[src/design/uer_pkg.sv]
// Shared types, constants and reset values for the ultrasonic echo ranger.
package uer_pkg;

    // Field widths
    localparam int TIMEOUT_W  = 16;
    localparam int TRIGLEN_W  = 8;
    localparam int PAUSE_W    = 20;
    localparam int DIST_W     = 21;
    localparam int ELAPSED_W  = 17;
    localparam int WIDTH_W    = 16;
    localparam int CFG_IDX_W  = 2;
    localparam int CFG_DATA_W = 21;

    // Configuration register indexes
    localparam logic [CFG_IDX_W-1:0] CFG_TIMEOUT  = 2'd0;
    localparam logic [CFG_IDX_W-1:0] CFG_TRIGLEN  = 2'd1;
    localparam logic [CFG_IDX_W-1:0] CFG_PAUSE    = 2'd2;
    localparam logic [CFG_IDX_W-1:0] CFG_NEAR_THR = 2'd3;

    // Configuration reset values
    localparam logic [TIMEOUT_W-1:0] TIMEOUT_RST  = 16'd13200;
    localparam logic [TRIGLEN_W-1:0] TRIGLEN_RST  = 8'd10;
    localparam logic [PAUSE_W-1:0]   PAUSE_RST    = 20'd1000000;
    localparam logic [DIST_W-1:0]    NEAR_THR_RST = 21'd2000;

    // Counter saturation limits
    localparam logic [ELAPSED_W-1:0] ELAPSED_MAX = '1;
    localparam logic [WIDTH_W-1:0]   WIDTH_MAX   = '1;

    // Ranging sequence phases
    typedef enum logic [1:0] {
        PH_TRIG  = 2'd0,
        PH_WAIT  = 2'd1,
        PH_HIGH  = 2'd2,
        PH_PAUSE = 2'd3
    } phase_t;

    // Live configuration
    typedef struct packed {
        logic [TIMEOUT_W-1:0] timeout_us;
        logic [TRIGLEN_W-1:0] trigger_len_us;
        logic [PAUSE_W-1:0]   pause_us;
        logic [DIST_W-1:0]    near_threshold;
    } uer_cfg_t;

    // One tick's result
    typedef struct packed {
        logic               trigger_out;
        logic               led_out;
        logic               done_res;
        logic               timed_out;
        logic [WIDTH_W-1:0] echo_width_us;
        logic [DIST_W-1:0]  distance_mcm;
    } uer_result_t;

    // Distance in thousandths of a cm: width * 17 = (width << 4) + width
    function automatic logic [DIST_W-1:0] width_to_mcm(input logic [WIDTH_W-1:0] w);
        logic [DIST_W-1:0] wx;
        wx = {{(DIST_W-WIDTH_W){1'b0}}, w};
        return (wx << 4) + wx;
    endfunction

endpackage

[src/design/uer_core.sv]
// Ranging sequencer: phase and counter state, advanced once per accepted tick.
module uer_core
    import uer_pkg::*;
(
    input  logic        clk,
    input  logic        rst_n,
    input  logic        step_en,
    input  logic        echo_level,
    input  uer_cfg_t    cfg,
    output uer_result_t res
);

    phase_t               phase_reg, phase_next;
    logic [PAUSE_W-1:0]   phase_count_reg, phase_count_next;
    logic [ELAPSED_W-1:0] elapsed_reg, elapsed_next;
    logic [WIDTH_W-1:0]   width_count_reg, width_count_next;
    logic                 led_reg, led_next;

    logic [PAUSE_W-1:0]   pc_inc;
    logic [ELAPSED_W-1:0] el_inc;
    logic [WIDTH_W-1:0]   wd_inc;
    logic                 el_over;
    logic                 done;
    logic                 tmo;
    logic [WIDTH_W-1:0]   width;
    logic [DIST_W-1:0]    dist_mcm;

    assign pc_inc   = phase_count_reg + 1'b1;
    assign el_inc   = (elapsed_reg == ELAPSED_MAX) ? ELAPSED_MAX : elapsed_reg + 1'b1;
    assign wd_inc   = (width_count_reg == WIDTH_MAX) ? WIDTH_MAX : width_count_reg + 1'b1;
    assign el_over  = el_inc > {1'b0, cfg.timeout_us};
    assign dist_mcm = width_to_mcm(width);

    // Next state and result for the current tick
    always_comb
    begin
        phase_next       = phase_reg;
        phase_count_next = phase_count_reg;
        elapsed_next     = elapsed_reg;
        width_count_next = width_count_reg;
        led_next         = led_reg;
        done             = 1'b0;
        tmo              = 1'b0;
        width            = '0;
        res.trigger_out  = 1'b0;

        case (phase_reg)
            PH_TRIG:
            begin
                res.trigger_out  = 1'b1;
                phase_count_next = pc_inc;
                if (pc_inc >= {{(PAUSE_W-TRIGLEN_W){1'b0}}, cfg.trigger_len_us})
                begin
                    phase_next       = PH_WAIT;
                    phase_count_next = '0;
                    elapsed_next     = '0;
                    width_count_next = '0;
                end
            end
            PH_WAIT:
            begin
                elapsed_next = el_inc;
                if (echo_level)
                begin
                    phase_next       = PH_HIGH;
                    width_count_next = {{(WIDTH_W-1){1'b0}}, 1'b1};
                end
                else if (el_over)
                begin
                    done = 1'b1;
                    tmo  = 1'b1;
                end
            end
            PH_HIGH:
            begin
                elapsed_next = el_inc;
                if (!echo_level)
                begin
                    done  = 1'b1;
                    width = width_count_reg;
                end
                else if (el_over)
                begin
                    done = 1'b1;
                    tmo  = 1'b1;
                end
                else
                begin
                    width_count_next = wd_inc;
                end
            end
            PH_PAUSE:
            begin
                phase_count_next = pc_inc;
                if (pc_inc >= cfg.pause_us)
                begin
                    phase_next       = PH_TRIG;
                    phase_count_next = '0;
                end
            end
            default:
            begin
                phase_next = PH_TRIG;
            end
        endcase

        // Measurement complete: update LED and start the pause, or retrigger if the pause is zero
        if (done)
        begin
            led_next         = dist_mcm < cfg.near_threshold;
            phase_count_next = '0;
            elapsed_next     = '0;
            width_count_next = '0;
            phase_next       = (cfg.pause_us == '0) ? PH_TRIG : PH_PAUSE;
        end

        res.led_out       = led_next;
        res.done_res      = done;
        res.timed_out     = tmo;
        res.echo_width_us = width;
        res.distance_mcm  = dist_mcm;
    end

    // State registers
    always_ff @(posedge clk or negedge rst_n)
    begin
        if (!rst_n)
        begin
            phase_reg       <= PH_TRIG;
            phase_count_reg <= '0;
            elapsed_reg     <= '0;
            width_count_reg <= '0;
            led_reg         <= 1'b0;
        end
        else if (step_en)
        begin
            phase_reg       <= phase_next;
            phase_count_reg <= phase_count_next;
            elapsed_reg     <= elapsed_next;
            width_count_reg <= width_count_next;
            led_reg         <= led_next;
        end
    end

endmodule

[src/design/ultrasonic_echo_ranger_unit.sv]
// Ultrasonic echo ranger top level: configuration registers, sequencer and result register.
//
// Each input transaction is one microsecond tick carrying the sampled echo level, and
// produces exactly one result transaction in the next cycle. A transaction is accepted every
// cycle; the only limit is the single result register, so input stall follows output stall
// only while that register holds a result that has not been taken. The block cycles through
// trigger, wait-for-echo, echo-high and pause; done_res marks the tick a measurement ends,
// with echo_width_us and distance_mcm (width * 17, thousandths of a cm) valid on that tick
// and zero otherwise. Configuration registers take effect on the next accepted tick.
module ultrasonic_echo_ranger_unit
    import uer_pkg::*;
(
    input  logic                  clk,
    input  logic                  rst_n,
    // configuration write port
    input  logic                  cfg_we,
    input  logic [CFG_IDX_W-1:0]  cfg_index,
    input  logic [CFG_DATA_W-1:0] cfg_data,
    // input channel
    input  logic                  in_valid,
    output logic                  in_stall,
    input  logic                  echo_level,
    // output channel
    output logic                  out_valid,
    input  logic                  out_stall,
    output logic                  trigger_out,
    output logic                  led_out,
    output logic                  done_res,
    output logic                  timed_out,
    output logic [WIDTH_W-1:0]    echo_width_us,
    output logic [DIST_W-1:0]     distance_mcm
);

    uer_cfg_t    cfg_reg;
    uer_result_t res;
    uer_result_t res_reg;
    logic        out_valid_reg, out_valid_next;
    logic        in_accept;

    // Handshake
    assign in_stall  = out_valid_reg & out_stall;
    assign in_accept = in_valid & ~in_stall;

    // Configuration registers
    always_ff @(posedge clk or negedge rst_n)
    begin
        if (!rst_n)
        begin
            cfg_reg.timeout_us     <= TIMEOUT_RST;
            cfg_reg.trigger_len_us <= TRIGLEN_RST;
            cfg_reg.pause_us       <= PAUSE_RST;
            cfg_reg.near_threshold <= NEAR_THR_RST;
        end
        else if (cfg_we)
        begin
            case (cfg_index)
                CFG_TIMEOUT:  cfg_reg.timeout_us     <= cfg_data[TIMEOUT_W-1:0];
                CFG_TRIGLEN:  cfg_reg.trigger_len_us <= cfg_data[TRIGLEN_W-1:0];
                CFG_PAUSE:    cfg_reg.pause_us       <= cfg_data[PAUSE_W-1:0];
                CFG_NEAR_THR: cfg_reg.near_threshold <= cfg_data[DIST_W-1:0];
                default:      ;
            endcase
        end
    end

    // Sequencer
    uer_core u_core
    (
        .clk        (clk),
        .rst_n      (rst_n),
        .step_en    (in_accept),
        .echo_level (echo_level),
        .cfg        (cfg_reg),
        .res        (res)
    );

    // Result register
    always_comb
    begin
        out_valid_next = out_valid_reg;
        if (in_accept)
            out_valid_next = 1'b1;
        else if (!out_stall)
            out_valid_next = 1'b0;
    end

    always_ff @(posedge clk or negedge rst_n)
    begin
        if (!rst_n)
            out_valid_reg <= 1'b0;
        else
            out_valid_reg <= out_valid_next;
    end

    always_ff @(posedge clk)
    begin
        if (in_accept)
            res_reg <= res;
    end

    assign out_valid     = out_valid_reg;
    assign trigger_out   = res_reg.trigger_out;
    assign led_out       = res_reg.led_out;
    assign done_res      = res_reg.done_res;
    assign timed_out     = res_reg.timed_out;
    assign echo_width_us = res_reg.echo_width_us;
    assign distance_mcm  = res_reg.distance_mcm;

endmodule

[config.mk]
export PLATFORM = sky130hd
export DESIGN_NAME = ultrasonic_echo_ranger_unit
export DESIGN_NICKNAME = d
export VERILOG_FILES = /design/src/design/uer_pkg.sv /design/src/design/uer_core.sv /design/src/design/ultrasonic_echo_ranger_unit.sv
export SDC_FILE = /design/constraint.sdc
export NUM_CORES = 1
export LEC_CHECK = 0
export BUFFER_PORTS_ARGS = -buffer_cell sky130_fd_sc_hd__buf_2
export CAP_MARGIN = 40
export CELL_PAD_IN_SITES_DETAIL_PLACEMENT = 0
export CELL_PAD_IN_SITES_GLOBAL_PLACEMENT = 1
export CORE_MARGIN = 5
export CORE_UTILIZATION = 45
export CTS_BUF_LIST = sky130_fd_sc_hd__clkbuf_4 sky130_fd_sc_hd__clkbuf_8
export DETAILED_ROUTE_END_ITERATION = 8
export GPL_ROUTABILITY_DRIVEN = 0
export PLACE_DENSITY_LB_ADDON = 0.1
export SYNTH_ARGS = -nofsm -noshare
export SYNTH_HDL_FRONTEND = slang
export SYNTH_SLANG_ARGS = --single-unit
[constraint.sdc]
create_clock -name clk -period 11.6 [get_ports clk]
set_clock_uncertainty 0.15 [all_clocks]
set_input_delay 1.16 -clock clk [delete_from_list [all_inputs] [get_ports clk]]
set_output_delay 1.16 -clock clk [all_outputs]
set_load 0.02 [all_outputs]
==> results.toml <==
[outcome]
status = "finished clean"

[place]
dpl.hpwl_um = 18000
place_ws_ns = 6.01
port_buffers = 71

[clock_tree]
clk_pin_slew_ns = 0.09
root_buffer = "clkbuf_8"
post_cts_buffers = 0
cts_buffer_depth = 2
cts_sinks = 159
postCtsResizedCells = 0
clkLatencyLatePin_ns = 0.45
cts-htree-levels = 4
numCtsBuffers = 17
cts_tree = "built"
cts_hold_buf = 0

[sta]
fin_tns_setup_ns = 0
hold_viol = 0
slew_headroom = 0.427
fin_crit_sh = 0.463
slew_viol_final = 0
timing.fmax_ghz = 0.186
setup_ws_ns = 6.23
finalSetupViolations = 0
period_minus_slack_ns = 5.37
tightest_slew_ns = 0.858
rsz0062_at_grt = "no"

[critical_path]
crit_arrival_ns = 5.59
cp_max_fo = 28
r2r-start = "u_core.elapsed_reg[0]"
crit_path_top_delay_cell = "or4_4"
cp_common_cell = "nand2_1"
start_kind = "register"
required_ns = 11.82
critPathKind = "reg -> reg"
r2r_slack_ns = 6.23
cp-end-kind = "register"
reg2reg_to = "u_core.phase_reg[0]"
cp_cell_sequence = "ha_1 -> nand4_1 -> or3_1 -> nor2_1 -> nand2_1 -> nand2_1 -> ha_1 -> nand4_2 -> or4_4 -> or3_4 -> o221ai_2 -> and3_1 -> nand2_1 -> o221ai_2 -> mux2i_1"
slowest_delay_ns = 0.56
r2r_cells = 15

[synth]
synth_top_area_frac = 0.265
synth_cell_types = 67
synth_cells = 948
synth-edff-count = 37
yosys_warnings = 0
syn_area_um2 = 9540
synth_nets = 1062
ys.flop_type = "dfrtp_1"
yosysSeqAreaShare = 0.439
yosysTopAreaCell = "dfrtp_1"
ys_seq_elements = 159
async_reset_ff_frac = 0.767
ys_top_cells_by_area = "dfrtp_1, edfxtp_1, ha_1, mux2_2, dfstp_2"
syn_area_per_cell_um2 = 10.1

[routing]
vias_per_cell = 5.39
vias = 6997
wire_per_inst_um = 18.2
ant_nets = 0
drt_iter0_drc = 297
drc = 0
finalWirelength_um = 23600
drtPass1Iterations = 6

[grt]
grt_pass1_wl_um = 38300
antenna_found_initial = 0
grt_pass1_vias = 6940
grt_max_degree = 59
grt-ovfl-total = 0
grt.total_usage = 0.202

[cells_and_area]
regArea_um2 = 4190
drive_gt1_frac = 0.210
syn_to_final_growth_pct = 11.0
n_antenna_cell = 0
finalNetCount = 1124
multi_input_area_um2 = 4830
largest_register_ff_count = 65
fillers = 2032

[floorplan]
dieArea_um2 = 24200
die_height_um = 156
core_um2 = 21000
row_count = 53
ios = 72
dieWidth_um = 156
initial_core_util = 0.455

[power_and_ir_drop]
switching_share = 0.351
seqPwrFrac = 0.431
peakVddDrop_v = 0.0000712
powerDensity_nw_per_um2 = 156
power.share.combinational = 0.292
pwr-share-clk = 0.276
leakage_nw = 5.17
power.internal_mw = 1.07
p_sw_uw = 581

[min_path]
holdPathStages = 1
holdPathEnd = "cfg_reg[46]"
hold_path.class = "reg -> reg"
hp-start = "cfg_reg[46]"

[run]
maxCapViolCount = 0
[kinds of logic after synthesis]
family / count (synthesis) / share of synthesized area
simple gates: 277 / 0.146
compound gates: 187 / 0.121
flops: 159 / 0.439
buf+inv: 125 / 0.0553
fa+ha+maj: 85 / 0.112
mux: 73 / 0.0878
xor+xnor: 42 / 0.0385
[power groups by stage]
| stage | logic [mW] | clock network [mW] | registers, mW |
|---|---|---|---|
| after floorplan | 0.352 | 0 | 0.709 |
| after global placement | 0.482 | 0 | 0.723 |
| after detailed placement | 0.487 | 0 | 0.725 |
| after CTS | 0.489 | 0.471 | 0.714 |
| after global routing | 0.550 | 0.495 | 0.725 |
| final | 0.484 | 0.457 | 0.714 |
[worst max path at each step]
stage                                from             endpoint  slack, ns
CTS                 u_core.elapsed_reg[0]  u_core.phase_reg[0]       6.23
detailed placement             echo_level              led_out       6.01
global placement               echo_level              led_out       6.10
floorplan                      echo_level              led_out       6.80
global route        u_core.elapsed_reg[0]  u_core.phase_reg[1]       5.87
finish              u_core.elapsed_reg[0]  u_core.phase_reg[0]       6.23
[placed cells by master, fill, tap and decap left out, types with 3 or more instances in the layout]
cell,netlist,final
and2_1,15,15
a41oi_1,4,4
dfstp_2,21,21
nand4_1,13,13
inv_1,87,86
nand2b_1,6,6
a22o_1,7,7
nor3_1,15,15
xnor2_1,27,27
clkinv_4,0,4
xor2_1,15,15
edfxtp_1,37,37
mux2_4,7,7
a21oi_1,62,62
or3_1,4,4
nor2_1,42,42
buf_2,7,70
a31oi_1,6,6
o21ai_0,58,58
and4_1,4,4
mux2_2,58,58
nand2_1,97,97
nor2b_1,5,5
o211ai_1,5,5
buf_4,6,8
clkbuf_8,0,17
clkbuf_4,0,3
nand3_1,34,34
ha_1,84,84
dfrtp_1,101,101
mux2i_1,8,8
a21o_1,18,18
bufinv_16,0,4
and3_1,9,9
nor4_1,15,15
o21a_1,3,3
a211oi_1,5,5
[synth_stat cells (3+ instances only)]
cell      number
a31oi_1        6
nand3_1       34
xnor2_1       27
a21oi_1       62
clkbuf_1      20
dfrtp_1      101
buf_4          6
buf_2          7
o21ai_0       58
or3_1          4
mux2_4         7
a22o_1         7
dfstp_2       21
and2_1        15
ha_1          84
a41oi_1        4
a211oi_1       5
mux2_2        58
and4_1         4
edfxtp_1      37
nor4_1        15
nor2b_1        5
xor2_1        15
nor3_1        15
nand4_1       13
a21o_1        18
nor3b_1        3
o21a_1         3
and3_1         9
nand2b_1       6
mux2i_1        8
nor2_1        42
o211ai_1       5
inv_1         87
nand2_1       97
[critical path, delay by kind of cell, from the launching register on]
family	cells	cell delay [ns]
AND/OR/NAND/NOR	10	3.60
AO/OA/AOI/OAI	2	0.47
adder cells (fa/ha/maj)	2	0.46
flip-flops	1	0.39
multiplexers	1	0.22
[per-stage QoR]
stage | area, um2 | util | power, mW | cells | hold slack (ns)
finish | 10600 | 0.505 | 1.65 | 1298 | 0.360
global placement | 10100 | 0.482 | 1.20 | 1264 | 0.337
floorplan | 9540 | - | 1.06 | 948 | 0.323
CTS | 10600 | 0.505 | 1.67 | 1298 | 0.364
detailed placement | 10200 | 0.484 | 1.21 | 1266 | 0.343
global route | 10600 | 0.505 | 1.77 | 1298 | 0.376
[cell type report]
class                      instances  area share
multi-input combinational        664       0.456
clock buffer                      20      0.0242
timing repair buffer              80      0.0428
clock inverter                    12      0.0175
tap                              275      0.0325
sequential                       159       0.396
inverter                          88      0.0314
[layer usage]
| metal | GRT usage | part of all wire | vias up |
|---|---|---|---|
| li1 | - | - | 3495 |
| met1 | 0.292 | 0.50 | 3385 |
| met2 | 0.316 | 0.45 | 97 |
| met3 | 0.0380 | 0.038 | 20 |
| met4 | 0.0496 | 0.015 | 0 |
| met5 | 0 | 0 | - |
(Power assumes the default switching activity.)
